`config.mk`:
```
export PLATFORM = sky130hd
export DESIGN_NAME = window_score_mask_interval_builder_core
export DESIGN_NICKNAME = d
export VERILOG_FILES = /design/src/hdl/wsmib_pkg.sv /design/src/hdl/wsmib_step.sv /design/src/hdl/window_score_mask_interval_builder_core.sv
export SDC_FILE = /design/constraint.sdc
export NUM_CORES = 1
export LEC_CHECK = 0
export ABC_CLOCK_PERIOD_IN_PS = 15200
export BUFFER_PORTS_ARGS = -buffer_cell sky130_fd_sc_hd__buf_2
export CAP_MARGIN = 40
export CORE_MARGIN = 8
export CORE_UTILIZATION = 45
export DETAILED_ROUTE_END_ITERATION = 10
export PLACE_DENSITY = 0.73
export SYNTH_ARGS = -nofsm -noshare
export SYNTH_HDL_FRONTEND = slang
export SYNTH_SLANG_ARGS = --single-unit
```
`constraint.sdc`:
```
create_clock -name clock -period 15.2 [get_ports clock]
set_input_delay 3.04 -clock clock [delete_from_list [all_inputs] [get_ports clock]]
set_output_delay 3.04 -clock clock [all_outputs]
set_load 0.05 [all_outputs]
```
`src/hdl/wsmib_pkg.sv`:
```
// shared types and constants for the window score mask interval builder
package wsmib_pkg;

   localparam int POS_W   = 32;
   localparam int SCORE_W = 16;
   localparam int CSR_AW  = 3;
   localparam int CSR_DW  = 32;

   // result queue: room for two results per beat plus two in flight
   localparam int QDEPTH  = 4;
   localparam int QPTR_W  = $clog2(QDEPTH);
   localparam int QCNT_W  = $clog2(QDEPTH + 1);

   // register word indexes, taken from csr_paddr[2]
   localparam logic REG_EXTEND_LIMIT = 1'b0;
   localparam logic REG_MASK_CUTOFF  = 1'b1;

   typedef struct packed {
      logic [POS_W-1:0] open_first;
      logic [POS_W-1:0] open_final;
      logic [POS_W-1:0] cover_final;
   } run_state_type;

   typedef struct packed {
      logic [POS_W-1:0] mask_first;
      logic [POS_W-1:0] mask_final_pos;
      logic             run_done;
   } result_type;

   typedef struct packed {
      logic [1:0] num;
      result_type slot0;
      result_type slot1;
   } step_out_type;

endpackage

```
`src/hdl/wsmib_step.sv`:
```
// next-state and result logic for one scored window
module wsmib_step (
   input  logic [wsmib_pkg::SCORE_W-1:0] extend_limit,
   input  logic [wsmib_pkg::SCORE_W-1:0] mask_cutoff,
   input  wsmib_pkg::run_state_type      cur_state,
   input  logic [wsmib_pkg::SCORE_W-1:0] window_score,
   input  logic [wsmib_pkg::SCORE_W-1:0] trigger_value,
   input  logic [wsmib_pkg::POS_W-1:0]   window_first,
   input  logic [wsmib_pkg::POS_W-1:0]   window_last,
   input  logic                          final_window,
   output wsmib_pkg::run_state_type      nxt_state,
   output wsmib_pkg::step_out_type       step_out
);
   import wsmib_pkg::*;

   logic          is_open;
   logic          past_cover;
   logic          past_gap;
   logic          main_emit;
   result_type    main_res;
   run_state_type mid_state;
   logic          flush_emit;
   result_type    flush_res;

   assign is_open    = cur_state.open_final > cur_state.open_first;
   assign past_cover = window_first > cur_state.cover_final;
   // cover_final + 1 formed one bit wider so it never wraps
   assign past_gap   = {1'b0, window_first} > ({1'b0, cur_state.cover_final} + (POS_W+1)'(1));

   always_comb begin
      mid_state = cur_state;
      main_emit = 1'b0;
      main_res  = '{mask_first: cur_state.open_first,
                    mask_final_pos: cur_state.open_final,
                    run_done: 1'b0};
      priority if (window_score < extend_limit) begin
         if (is_open && past_cover) begin
            main_emit = 1'b1;
            mid_state = '0;
         end
      end else if (trigger_value < mask_cutoff) begin
         if (is_open) begin
            if (past_gap) begin
               main_emit = 1'b1;
               mid_state = '0;
            end else begin
               mid_state.cover_final = window_last;
            end
         end
      end else begin
         if (is_open) begin
            if (past_gap) begin
               main_emit            = 1'b1;
               mid_state.open_first = window_first;
            end
         end else begin
            mid_state.open_first = window_first;
         end
         mid_state.open_final  = window_last;
         mid_state.cover_final = window_last;
      end
   end

   always_comb begin
      flush_emit = final_window && (mid_state.open_final > mid_state.open_first);
      flush_res  = '{mask_first: mid_state.open_first,
                     mask_final_pos: mid_state.open_final,
                     run_done: 1'b1};
      nxt_state  = final_window ? run_state_type'('0) : mid_state;
   end

   always_comb begin
      step_out.num   = 2'(main_emit) + 2'(flush_emit);
      step_out.slot1 = flush_res;
      if (main_emit) begin
         step_out.slot0          = main_res;
         step_out.slot0.run_done = !flush_emit;
      end else begin
         step_out.slot0 = flush_res;
      end
   end

endmodule

```
`src/hdl/window_score_mask_interval_builder_core.sv`:
```
// top level: register port, run state and result queue of the mask interval builder
// Takes one scored window per req beat and emits the masked intervals it closes on the
// rsp channel; a window gives zero, one or two results, the last one marked by rsp_tlast.
// The run state is updated in the cycle the beat is taken, and each result is registered
// in a four-entry result queue before it shows on rsp. req_tready is high while at least
// two queue entries are free, so windows stream at one per cycle as long as rsp drains
// one result per cycle; a window that gives two results needs two rsp beats. extend_limit
// sits at byte address 0 and mask_cutoff at byte address 4; both reset to 0 and must be
// written only while the block is idle.
module window_score_mask_interval_builder_core (
   input  logic                         clock,
   input  logic                         reset,
   // window_score[15:0], trigger_value[31:16], window_first[63:32], window_last[95:64]
   input  logic [95:0]                  req_tdata,
   input  logic                         req_tlast,
   input  logic                         req_tvalid,
   output logic                         req_tready,
   // mask_first[31:0], mask_final_pos[63:32]
   output logic [63:0]                  rsp_tdata,
   output logic                         rsp_tlast,
   output logic                         rsp_tvalid,
   input  logic                         rsp_tready,
   input  logic                         csr_psel,
   input  logic                         csr_penable,
   input  logic                         csr_pwrite,
   input  logic [wsmib_pkg::CSR_AW-1:0] csr_paddr,
   input  logic [wsmib_pkg::CSR_DW-1:0] csr_pwdata,
   output logic [wsmib_pkg::CSR_DW-1:0] csr_prdata,
   output logic                         csr_pready
);
   import wsmib_pkg::*;

   logic [SCORE_W-1:0] extend_limit_ff, extend_limit_in;
   logic [SCORE_W-1:0] mask_cutoff_ff, mask_cutoff_in;
   run_state_type      state_ff, state_in;
   run_state_type      step_state;
   step_out_type       step_out;

   result_type         queue_ff [QDEPTH];
   logic [QPTR_W-1:0]  wr_ptr_ff, wr_ptr_in;
   logic [QPTR_W-1:0]  rd_ptr_ff, rd_ptr_in;
   logic [QCNT_W-1:0]  count_ff, count_in;

   logic               csr_write;
   logic               req_take;
   logic               rsp_take;
   result_type         head;

   // ---------------- register port ----------------
   assign csr_pready = 1'b1;
   assign csr_write  = csr_psel && csr_penable && csr_pwrite && csr_pready;

   always_comb begin
      extend_limit_in = extend_limit_ff;
      mask_cutoff_in  = mask_cutoff_ff;
      if (csr_write) begin
         unique case (csr_paddr[2])
            REG_EXTEND_LIMIT: extend_limit_in = csr_pwdata[SCORE_W-1:0];
            REG_MASK_CUTOFF:  mask_cutoff_in  = csr_pwdata[SCORE_W-1:0];
            default:          ;
         endcase
      end
   end

   always_comb begin
      unique case (csr_paddr[2])
         REG_EXTEND_LIMIT: csr_prdata = CSR_DW'(extend_limit_ff);
         REG_MASK_CUTOFF:  csr_prdata = CSR_DW'(mask_cutoff_ff);
         default:          csr_prdata = '0;
      endcase
   end

   // ---------------- window step ----------------
   wsmib_step u_step (
      .extend_limit  (extend_limit_ff),
      .mask_cutoff   (mask_cutoff_ff),
      .cur_state     (state_ff),
      .window_score  (req_tdata[15:0]),
      .trigger_value (req_tdata[31:16]),
      .window_first  (req_tdata[63:32]),
      .window_last   (req_tdata[95:64]),
      .final_window  (req_tlast),
      .nxt_state     (step_state),
      .step_out      (step_out)
   );

   assign req_tready = count_ff <= QCNT_W'(QDEPTH - 2);
   assign req_take   = req_tvalid && req_tready;
   assign state_in   = req_take ? step_state : state_ff;

   // ---------------- result queue ----------------
   assign head       = queue_ff[rd_ptr_ff];
   assign rsp_tvalid = count_ff != '0;
   assign rsp_tdata  = {head.mask_final_pos, head.mask_first};
   assign rsp_tlast  = head.run_done;
   assign rsp_take   = rsp_tvalid && rsp_tready;

   always_comb begin
      wr_ptr_in = wr_ptr_ff;
      rd_ptr_in = rd_ptr_ff;
      count_in  = count_ff;
      if (req_take) begin
         wr_ptr_in = wr_ptr_ff + QPTR_W'(step_out.num);
         count_in  = count_in + QCNT_W'(step_out.num);
      end
      if (rsp_take) begin
         rd_ptr_in = rd_ptr_ff + QPTR_W'(1);
         count_in  = count_in - QCNT_W'(1);
      end
   end

   always_ff @(posedge clock) begin
      if (reset) begin
         extend_limit_ff <= '0;
         mask_cutoff_ff  <= '0;
         state_ff        <= '0;
         wr_ptr_ff       <= '0;
         rd_ptr_ff       <= '0;
         count_ff        <= '0;
      end else begin
         extend_limit_ff <= extend_limit_in;
         mask_cutoff_ff  <= mask_cutoff_in;
         state_ff        <= state_in;
         wr_ptr_ff       <= wr_ptr_in;
         rd_ptr_ff       <= rd_ptr_in;
         count_ff        <= count_in;
      end
   end

   // payload entries, no reset needed
   always_ff @(posedge clock) begin
      if (req_take && step_out.num != 2'd0) begin
         queue_ff[wr_ptr_ff] <= step_out.slot0;
      end
      if (req_take && step_out.num == 2'd2) begin
         queue_ff[wr_ptr_ff + QPTR_W'(1)] <= step_out.slot1;
      end
   end

`ifndef SYNTHESIS
   a_queue_bound: assert property (@(posedge clock) disable iff (reset)
      count_ff <= QCNT_W'(QDEPTH))
      else $error("result queue overfilled");

   a_pair_queued: assert property (@(posedge clock) disable iff (reset)
      (req_take && step_out.num == 2'd2) |=> count_ff >= QCNT_W'(2))
      else $error("two results of one window not both queued");

   a_flush_clears: assert property (@(posedge clock) disable iff (reset)
      (req_take && req_tlast) |=> (state_ff.open_final == '0 && state_ff.cover_final == '0))
      else $error("run state not cleared after final window");
`endif

endmodule
```
==> flow_summary_export.csv <==
group,metric,value,unit
clock_network,h-tree-depth,2,
setup_path,r2r_end,"queue_ff[0][44]$_DFFE_PP_",
placement,placed_area,24000,µm²
yosys,ys_ff_latch,397,
drt,drt-total-wl,69800,µm
yosys,synth_top_area_share,34.5,%
timing,tightest_slew,0.895,ns
yosys,yosysSeqAreaShare,47.2,%
clock_network,cts_buffers,40,
setup_path,r2r_slack,5.40,ns
yosys,yosysMostFrequentCell,"nand2_1",
die,fp.dieW,238,µm
yosys,synth_simple_gate_area_share,9.62,%
die,rows,81,
clock_network,cts-root-buf,"clkbuf_16",
yosys,synth_top_family_by_area,"compound AO/OA/AOI/OAI gates",
timing,post-route-period-util,68.2,%
drt,drt_iter0_drc,2006,
yosys,synth_enable_flop_cells,256,
power_and_ir_drop,p_sw_share,40.3,%
hold_path,hold_depth,2,
setup_path,crit-reg2reg-launch,"state_ff[0]$_SDFFE_PP0P_",
drt,ant_nets,0,
setup_path,crit_required,15.40,ns
final_layout,multi_input_area,10800,µm²
placement,dp_slack,4.36,ns
grt,overflow,0,
power_and_ir_drop,powerDensity,161,nW/µm²
power_and_ir_drop,internal-power,2.44,mW
power_and_ir_drop,power_leakage,9.13,nW
clock_network,ctsHoldBuffers,0,
setup_path,worstPathMaxFanout,47,
yosys,synth-compound-area-share,20.7,%
placement,numPortBuffers,203,
timing,rsz0062_at_grt,"false",
final_layout,final_cell_area,25500,µm²
run_status,outcome,"completed",
power_and_ir_drop,combPwrFrac,39.2,%
hold_path,hold_start,"extend_limit_ff[6]$_SDFFE_PP0P_",
hold_path,hold_end,"extend_limit_ff[6]$_SDFFE_PP0P_",
setup_path,slowest_stage,"or4_4",
clock_network,cts_sinks,397,
power_and_ir_drop,clkPwrFrac,26.9,%
yosys,synth_xor_area_share,1.38,%
clock_network,cts_buffer_depth,3,
final_layout,drive_gt1_share,18.1,%
drt,wire_per_inst,24.1,µm
placement,gp_congestion,0.913,
power_and_ir_drop,switchingPower,1.65,mW
clock_network,post_cts_buffers,0,
yosys,async_flop_share,0,%
timing,setup_slack,4.84,ns
power_and_ir_drop,power_frac_seq,33.9,%
timing,layout_min_cycle_time,10.36,ns
timing,max_freq,96.5,MHz
drt,vias,17900,
yosys,syn_area,22300,µm²
clock_network,post_cts_resized,0,
grt,grt_pass1_vias,18100,
yosys,synth.area.top_cells,"edfxtp_1, dfxtp_1, ha_1",
yosys,synthMuxAreaShare,6.72,%
grt,grt_pass1_wl,106000,µm
final_layout,fin_util,52.1,%
setup_path,crit_buf_inv,3,
timing,hold_violations,0,
die,die_h,238,µm
clock_network,insertion_delay,0.57,ns
placement,post-dp-hpwl,47700,µm
clock_network,clkTransAtPathRegs,0.06,ns
yosys,synth_cell_types,63,
timing,max-slew-margin-rel,40.3,%
die,core_area,49000,µm²
yosys,ys_warn_count,0,
yosys,synth_area_per_cell,10.9,µm²
final_layout,area_growth,14.6,%
setup_path,crit_path_frequent_cell,"ha_1",
drt,dr.pass1.iters,5,
power_and_ir_drop,ir_drop,0.103,mV
setup_path,worst_path_largest_cell_delay,0.77,ns
timing,drv_slew,0,
grt,grtUsageTotal,23.9,%
yosys,synthTopCellsByCount,"nand2_1, edfxtp_1, a22o_1",
final_layout,register_area,10500,µm²
flow_run,maxCapViolCount,0,
setup_path,cp-end-kind,"flip-flop",
grt,grt_max_degree,65,
final_layout,n_fill_cell,4194,
die,die_area,56900,µm²
yosys,synth_area_leader_cell,"edfxtp_1",
yosys,synthCells,2044,
drt,drc,0,
setup_path,reg2reg_depth,30,
timing,final.setup.tns,0,ns
yosys,synth-main-ff-cell,"edfxtp_1",
hold_path,hold_path_class,"reg2reg",
setup_path,arrival,10.56,ns
setup_path,path_class,"in2reg",
yosys,yosys.area_share.adder,9.36,%
setup_path,start_kind,"primary input",
die,ios,239,
timing,setup_viol,0,
final_layout,nets,2498,
setup_path,cpLargestDelayFamily,"simple AND/OR/NAND/NOR gates",
clock_network,cts_tree,"yes",
drt,vias_per_cell,6.19,
setup_path,crit_path_cell_trace,"buf_2 > ha_1 > nand4_1 > or4_1 > a21oi_1 > o21ai_0 > nor4b_1 > or4_4 > nand2_2 > buf_4 > o21ai_1 > ha_1 > nand4_1 > nor3_1 > o21ai_0 > a21oi_1 > a2111o_1 > a31oi_1 > ha_1 > or3_1 > a21oi_4 > buf_4",
grt,antenna_found_initial,18,
timing,finClkSkew,0.0177,ns
die,start_util,45.5,%
[tightest hold or removal path, delay by kind of cell (launching register included)]
family | cells | cell delay (ns)
compound gates | 1 | 0.05
simple gates | 1 | 0.05
flops | 1 | 0.31
[cells by family (layout without fill, tap and decap cells)]
family	Yosys count	in the layout
flops	397	397
simple gates	490	490
mux	68	68
buf+inv	257	423
other cells	2	25
compound gates	629	629
fa+ha+maj	166	166
xor+xnor	35	35
[worst max-delay path by stage]
stage,from,to,slack [ns],depth (start not counted)
after CTS,req_tdata[54],queue_ff[0][27]$_DFFE_PP_,4.91,22
after global placement,req_tdata[54],queue_ff[0][26]$_DFFE_PP_,4.15,22
after global routing,req_tdata[55],queue_ff[0][27]$_DFFE_PP_,4.58,22
after floorplan,req_tdata[55],queue_ff[1][10]$_DFFE_PP_,2.79,24
final,req_tdata[54],queue_ff[0][23]$_DFFE_PP_,4.84,22
after detailed placement,req_tdata[54],queue_ff[0][25]$_DFFE_PP_,4.36,22
[layout by cell type, fill, tap and decap left out, types with 5 or more instances in the layout]
master,instances
a31oi_1,5
nor3_1,10
a211oi_1,11
nand2_1,322
buf_2,203
nand2b_1,8
ha_1,165
mux4_2,65
nor4_1,10
o21ai_0,94
o21a_1,9
dfxtp_1,139
clkbuf_16,41
o21ai_1,44
a21oi_1,83
nor2b_1,10
nand3_1,28
edfxtp_1,256
o22ai_1,5
clkinv_1,5
xnor2_1,33
bufinv_16,9
o2bb2ai_1,93
diode_2,8
nand4_1,31
inv_1,112
nor2_1,38
a21o_1,19
buf_16,8
a22o_1,228
conb_1,17
buf_4,22
clkbuf_1,6
[flip-flops by register name (all words and copies together) (netlist names), named ones only]
name and cells:
queue_ff 260, mask_cutoff_ff 16, state_ff 96, wr_ptr_ff 2, extend_limit_ff 16, count_ff 3, rd_ptr_ff 2
[through the flow]
stage                     power (mW)  hold WS, ns  instances
after global placement          2.94        0.443       2802
after detailed placement        3.01        0.448       2815
after floorplan                 2.52        0.429       2059
after CTS                       4.10        0.456       2889
final                           4.10        0.458       2897
after global routing            4.25        0.473       2894
[layout make-up]
cell class	count	share of cell area, %
Sequential cell	397	41.2
Multi-Input combinational cell	1405	42.4
Inverter	112	1.65
Timing Repair Buffer	237	5.74
Clock inverter	24	1.42
Tap cell	664	3.26
Clock buffer	50	4.27
Antenna cell	8	0.0785
[power by group through the flow]
stage,logic [mW],clock network [mW],registers [mW]
6_report,1.61,1.10,1.39
5_1_grt,1.70,1.15,1.40
4_1_cts,1.60,1.11,1.39
3_5_place_dp,1.60,0,1.41
3_3_place_gp,1.54,0,1.40
2_1_floorplan,1.15,0,1.38
[routing by layer]
| metal | vias up | track usage, % | share of wire (%) |
|---|---|---|---|
| li1 | 8047 | - | - |
| met1 | 8637 | 29.7 | 39 |
| met2 | 1036 | 39.4 | 47 |
| met3 | 182 | 6.33 | 10 |
| met4 | 18 | 9.86 | 3.5 |
| met5 | - | 0 | 0.16 |
Note: power is estimated with default switching activity, not from simulation.
